$ cat src/rtl/core/sprite_affine_setup_top_defines.svh
// ----------------------------------------------------------------------------
// sprite affine setup assertion macros
// concurrent checks on clk, dropped from synthesis builds
// ----------------------------------------------------------------------------
`ifndef SPRITE_AFFINE_SETUP_TOP_DEFINES_SVH
`define SPRITE_AFFINE_SETUP_TOP_DEFINES_SVH

`ifndef SYNTH
// check that is ignored while reset is asserted
`define SAS_ASSERT(name, prop, msg) \
    name: assert property (@(posedge clk) disable iff (!rst_n) prop) else $error(msg);
// check that also holds during reset
`define SAS_ASSERT_RST(name, prop, msg) \
    name: assert property (@(posedge clk) prop) else $error(msg);
`else
`define SAS_ASSERT(name, prop, msg)
`define SAS_ASSERT_RST(name, prop, msg)
`endif

`endif

$ cat src/rtl/core/sas_pkg.sv
// ----------------------------------------------------------------------------
// sprite affine setup package
// shared types, cordic constants and the arctangent table
// ----------------------------------------------------------------------------
package sas_pkg;

    localparam int CORDIC_STAGES = 16;
    localparam int ATAN_ENTRIES  = 24;
    localparam int CELLS         = (CORDIC_STAGES < ATAN_ENTRIES) ? CORDIC_STAGES
                                                                  : ATAN_ENTRIES;
    localparam int STAGE_W       = $clog2(ATAN_ENTRIES);

    // reciprocal of the infinite-stage cordic gain, in q30
    localparam logic signed [31:0] CORDIC_GAIN = 32'sd652032874;

    localparam logic [1:0] QUAD_0 = 2'd0;
    localparam logic [1:0] QUAD_1 = 2'd1;
    localparam logic [1:0] QUAD_2 = 2'd2;
    localparam logic [1:0] QUAD_3 = 2'd3;

    typedef struct packed {
        logic signed [23:0] pos_x;
        logic signed [23:0] pos_y;
        logic [23:0]        width;
        logic [23:0]        height;
        logic signed [15:0] origin_u;
        logic signed [15:0] origin_v;
        logic [1:0]         quad;
        logic               zero;
    } sprite_t;

    typedef struct packed {
        sprite_t            spr;
        logic signed [31:0] x;
        logic signed [31:0] y;
        logic signed [31:0] z;
    } cell_t;

    // arctangent of 2^-i in units of 2^-32 turn
    function automatic logic signed [31:0] atan_turns(input logic [STAGE_W-1:0] idx);
        logic signed [31:0] r;
        case (idx)
            5'd0:    r = 32'h20000000;
            5'd1:    r = 32'h12E4051E;
            5'd2:    r = 32'h09FB385B;
            5'd3:    r = 32'h051111D4;
            5'd4:    r = 32'h028B0D43;
            5'd5:    r = 32'h0145D7E1;
            5'd6:    r = 32'h00A2F61E;
            5'd7:    r = 32'h00517C55;
            5'd8:    r = 32'h0028BE53;
            5'd9:    r = 32'h00145F2F;
            5'd10:   r = 32'h000A2F98;
            5'd11:   r = 32'h000517CC;
            5'd12:   r = 32'h00028BE6;
            5'd13:   r = 32'h000145F3;
            5'd14:   r = 32'h0000A2FA;
            5'd15:   r = 32'h0000517D;
            5'd16:   r = 32'h000028BE;
            5'd17:   r = 32'h0000145F;
            5'd18:   r = 32'h00000A30;
            5'd19:   r = 32'h00000518;
            5'd20:   r = 32'h0000028C;
            5'd21:   r = 32'h00000146;
            5'd22:   r = 32'h000000A3;
            5'd23:   r = 32'h00000051;
            default: r = 32'h00000000;
        endcase
        return r;
    endfunction

endpackage

$ cat src/rtl/core/sas_cordic_cell.sv
// ----------------------------------------------------------------------------
// sprite affine setup cordic cell
// one rotation step with its own register slice and valid/ready hand-off
// ----------------------------------------------------------------------------
module sas_cordic_cell
    import sas_pkg::*;
(
    input  logic               clk,
    input  logic               rst_n,
    input  logic [STAGE_W-1:0] stage,
    input  logic               in_valid,
    output logic               in_ready,
    input  cell_t              in_data,
    output logic               out_valid,
    input  logic               out_ready,
    output cell_t              out_data
);

    logic               valid_reg;
    logic               valid_next;
    cell_t              data_reg;
    cell_t              data_next;
    logic signed [31:0] dx;
    logic signed [31:0] dy;
    logic signed [31:0] atan;

    assign in_ready  = !valid_reg || out_ready;
    assign out_valid = valid_reg;
    assign out_data  = data_reg;

    always_comb
    begin
        dx         = in_data.y >>> stage;
        dy         = in_data.x >>> stage;
        atan       = atan_turns(stage);
        valid_next = in_ready ? in_valid : valid_reg;
        data_next  = data_reg;
        if (in_ready)
        begin
            data_next.spr = in_data.spr;
            // turn toward the residual angle
            if (!in_data.z[31])
            begin
                data_next.x = in_data.x - dx;
                data_next.y = in_data.y + dy;
                data_next.z = in_data.z - atan;
            end
            else
            begin
                data_next.x = in_data.x + dx;
                data_next.y = in_data.y - dy;
                data_next.z = in_data.z + atan;
            end
        end
    end

    always_ff @(posedge clk or negedge rst_n)
    begin
        if (!rst_n)
        begin
            valid_reg <= 1'b0;
        end
        else
        begin
            valid_reg <= valid_next;
        end
    end

    always_ff @(posedge clk)
    begin
        data_reg <= data_next;
    end

endmodule

$ cat config.mk
export PLATFORM = sky130hd
export DESIGN_NAME = sas_cordic_cell
export DESIGN_NICKNAME = d
export VERILOG_FILES = /design/src/rtl/core/sprite_affine_setup_top_defines.svh /design/src/rtl/core/sas_pkg.sv /design/src/rtl/core/sas_cordic_cell.sv
export SDC_FILE = /design/constraint.sdc
export NUM_CORES = 1
export LEC_CHECK = 0
export ABC_AREA = 1
export BUFFER_PORTS_ARGS = -buffer_cell sky130_fd_sc_hd__buf_2
export CAP_MARGIN = 15
export CELL_PAD_IN_SITES_DETAIL_PLACEMENT = 0
export CELL_PAD_IN_SITES_GLOBAL_PLACEMENT = 1
export CORE_UTILIZATION = 42
export DETAILED_ROUTE_END_ITERATION = 6
export PLACE_DENSITY = 0.95
export REMOVE_ABC_BUFFERS = 1
export SETUP_SLACK_MARGIN = 0.3
export SLEW_MARGIN = 30
export SYNTH_ARGS = -nofsm -noshare
export SYNTH_HDL_FRONTEND = slang
export SYNTH_SLANG_ARGS = --single-unit
$ cat constraint.sdc
create_clock -name clk -period 12.65 [get_ports clk]
set_input_delay 2.53 -clock clk [delete_from_list [all_inputs] [get_ports clk]]
set_output_delay 2.53 -clock clk [all_outputs]
set_load 0.005 [all_outputs]
==> run_results.csv <==
group,metric,value,unit
pwr,p_leak,10.9,nW
grt,met3_usage,5.30,%
drt,drt.antenna.violating_nets,0,
layout,regArea,6840,um2
sta,slew-limit-headroom,36.3,%
sta,max_slew.worst_pin.slew,956,ps
clock_tree,cts_setup_buffers,0,
setup_path,worst-endpoint-arrival,8710,ps
drt,wl_per_cell,21.2,um
placed_design,globalplace.congestion,1.00,
grt,use_met2,51.6,%
setup_path,worstPathRequired,12990,ps
layout,num-fill-cells,4385,
floorplanning,row_count,76,
setup_path,cp-start-kind,"primary input",
run_status,outcome,"completed",
layout,drive_above_1_share,21.1,%
drt,drt_iter0_drc,1905,
floorplanning,die_h,212,um
drt,drc,0,
clock_tree,cts_sinks,228,
grt,grtUsageMet1,42.9,%
synthesis,syn-cell-area,18500,um2
min_path,hp-class,"reg2reg",
floorplanning,start_util,42.8,%
setup_path,end_kind,"register",
synthesis,synth-edff-count,227,
sta,grt_setup_unrepaired,"false",
synthesis,synthSimpleGateAreaFrac,31.5,%
clock_tree,clock_latency,590,ps
sta,period_share,66.2,%
floorplanning,die_width,212,um
clock_tree,h-tree-depth,1,
sta,final.setup.worst_slack,4280,ps
grt,grt_pass1_vias,17700,
min_path,hold_path_depth,1,
grt,overflow,0,
pwr,power,2.96,mW
placed_design,hpwl,60400,um
synthesis,synth-xor-area-share,7.50,%
synthesis,syn_inst,2455,
grt,antenna_found_initial,16,
flow_run,drv_cap,0,
sta,drv_slew,0,
synthesis,synth.area.top_cells,"edfxtp_1 37%, nand2_1 16%, nand3_1 8.9%",
clock_tree,clkTransAtPathRegs,60,ps
placed_design,place_area,21200,um2
synthesis,yosys_register_bits,228,
setup_path,reg2reg_from,"out_valid",
synthesis,avgSynthCellArea,7.52,um2
floorplanning,core_area,43200,um2
setup_path,reg2reg_depth,3,
grt,grt_max_degree,74,
clock_tree,root_buffer,"clkbuf_16",
min_path,worst_hold_startpoint,"out_valid",
clock_tree,hold_buffers,0,
synthesis,synth_top_area_cell,"edfxtp_1",
setup_path,crit_start,"stage[1]",
placed_design,post-place-ws,4220,ps
pwr,p_per_area,134,nW/um2
sta,fmax,119,MHz
clock_tree,cts_buffers,27,
synthesis,synth_top_family_by_area,"simple AND/OR/NAND/NOR gates",
layout,final_area,22100,um2
drt,dr.pass1.iters,6,
layout,layout.nets,3236,
synthesis,synth_ff_type,"edfxtp_1",
synthesis,synthAdderAreaFrac,8.26,%
placed_design,io_buffers,464,
synthesis,synth.distinct_cells,52,
synthesis,synth_compound_area_share,8.87,%
grt,grt_pass1_wl,108000,um
clock_tree,clk_path_buf_depth,3,
synthesis,yosysSeqAreaShare,37.1,%
sta,setup_violations,0,
sta,min_period,8370,ps
grt,grtUsageTotal,32.3,%
synthesis,netlist.area_leader.share,36.9,%
sta,fin_skew,34.4,ps
setup_path,critPathKind,"in2reg",
synthesis,yosys_warnings,0,
floorplanning,ios,465,
drt,wirelength,74100,um
drt,viasPerCell,5.45,
sta,fin_tns_setup,0,ps
clock_tree,post_cts_resize_count,0,
synthesis,muxShareOfSynthArea,0,%
sta,finalHoldViolCount,0,
floorplanning,design.die.area,44800,um2
synthesis,async_flop_share,0.439,%
layout,syn2layout_area_growth,19.7,%
layout,multi_input_area,10400,um2
setup_path,crit_fanout,62,
clock_tree,cts_tree,"yes",
grt,gr-max-usage-layer,"met2",
drt,dr_total_vias,19000,
pwr,vdd_drop_max,0.000112,V
==> cells in the mapped netlist, types with 2 or more instances <==
cell,instances
nand2_1,769
nand3_1,329
edfxtp_1,227
inv_1,195
nor2_1,154
a21oi_1,127
ha_1,117
xor2_1,109
o21ai_0,81
xnor2_1,49
inv_2,29
buf_2,27
clkbuf_1,24
nor3_1,24
nand2_2,21
nor2_2,19
a31oi_1,14
buf_1,14
nand4_1,11
o211ai_1,11
nor4_1,10
o21a_1,9
buf_4,8
o21ai_1,8
a21o_1,7
buf_6,7
nand3b_1,6
nor2_4,5
a211oi_1,4
a21boi_0,4
fa_1,3
nand3_2,3
o21bai_1,3
o221ai_1,3
o31ai_1,3
nand2_4,2
o21ai_4,2
o221a_2,2
o22ai_1,2
==> through the flow <==
step	std cells	util, %	hold WS, ps
6_report	3494	51.2	1070
5_1_grt	3491	51.2	1120
3_3_place_gp	3436	49.1	1040
2_1_floorplan	2375	-	2230
4_1_cts	3485	51.1	1080
3_5_place_dp	3436	49.1	1060
==> cell type report <==
cell class                 instances  share of cell area [%]
multi-input combinational       1922                    46.9
sequential                       228                    31.0
timing repair buffer             476                    10.9
inverter                         225                    3.84
tap                              585                    3.31
clock buffer                      29                    3.09
clock inverter                    20                   0.889
antenna                            9                   0.102
==> power breakdown <==
group          internal, mW  switching (mW)
combinational         0.396           0.704
sequential             1.02          0.0586
clock                 0.438           0.343
total                  1.85            1.11
==> placed cells by master, fill, tap and decap left out, drive strengths merged, types with 4 or more instances in the layout <==
cell | Yosys | layout
clkinv | 1 | 15
edfxtp | 227 | 227
buf | 56 | 476
o21a | 9 | 9
nor3 | 25 | 25
a21o | 7 | 7
o21ai | 92 | 92
nand3b | 6 | 6
diode | 0 | 9
nor4 | 10 | 10
o211ai | 12 | 12
ha | 117 | 117
nand2 | 792 | 792
xor2 | 109 | 109
a21boi | 4 | 4
nor2 | 178 | 178
a31oi | 15 | 15
nand4 | 12 | 12
xnor2 | 49 | 49
clkbuf | 24 | 29
a21oi | 127 | 127
a211oi | 4 | 4
inv | 224 | 226
nand3 | 332 | 332
==> cell families (layout without fill, tap and decap cells) <==
group	after synthesis	count (layout)
AO/OA/AOI/OAI	287	287
buffers and inverters	305	750
AND/OR/NAND/NOR	1357	1357
other	0	9
flip-flops	228	228
XOR/XNOR	158	158
adder cells (fa/ha/maj)	120	120
==> metal layers <==
metal / part of all wire (%) / wire, um
met3: 7.6 / 5640
met5: 0.040 / 30
met1: 43 / 31800
met4: 4.3 / 3210
met2: 45 / 33400
==> registers in the layout, indices dropped and copies added, names as in the netlist <==
name	cells
out_data	227
out_valid	1
==> worst paths after layout <==
check / end / slack, ps
max in group asynchronous: out_valid / 10830
min: out_data[167] / 1070
max reg2reg: out_data[90] / 9960
min reg2reg: out_data[167] / 1070
min in group asynchronous: out_valid / 1730
max: out_data[20] / 4280
==> critical path, cell delays in order <==
cell and delay, ps:
buf_2 80, buf_4 520, clkinv_2 900, ha_1 690
o21ai_0 170, a31oi_1 210, clkinv_1 160, nand2_1 110
nor2_2 50, ha_1 290, nand2_1 60, o21ai_0 190
fa_1 490, nand3_1 90, nand2_1 90, a21oi_1 460
o21ai_0 440, a21boi_0 540, o21ai_0 280, a21oi_1 220
xnor2_1 80
(Power assumes the default switching activity.)
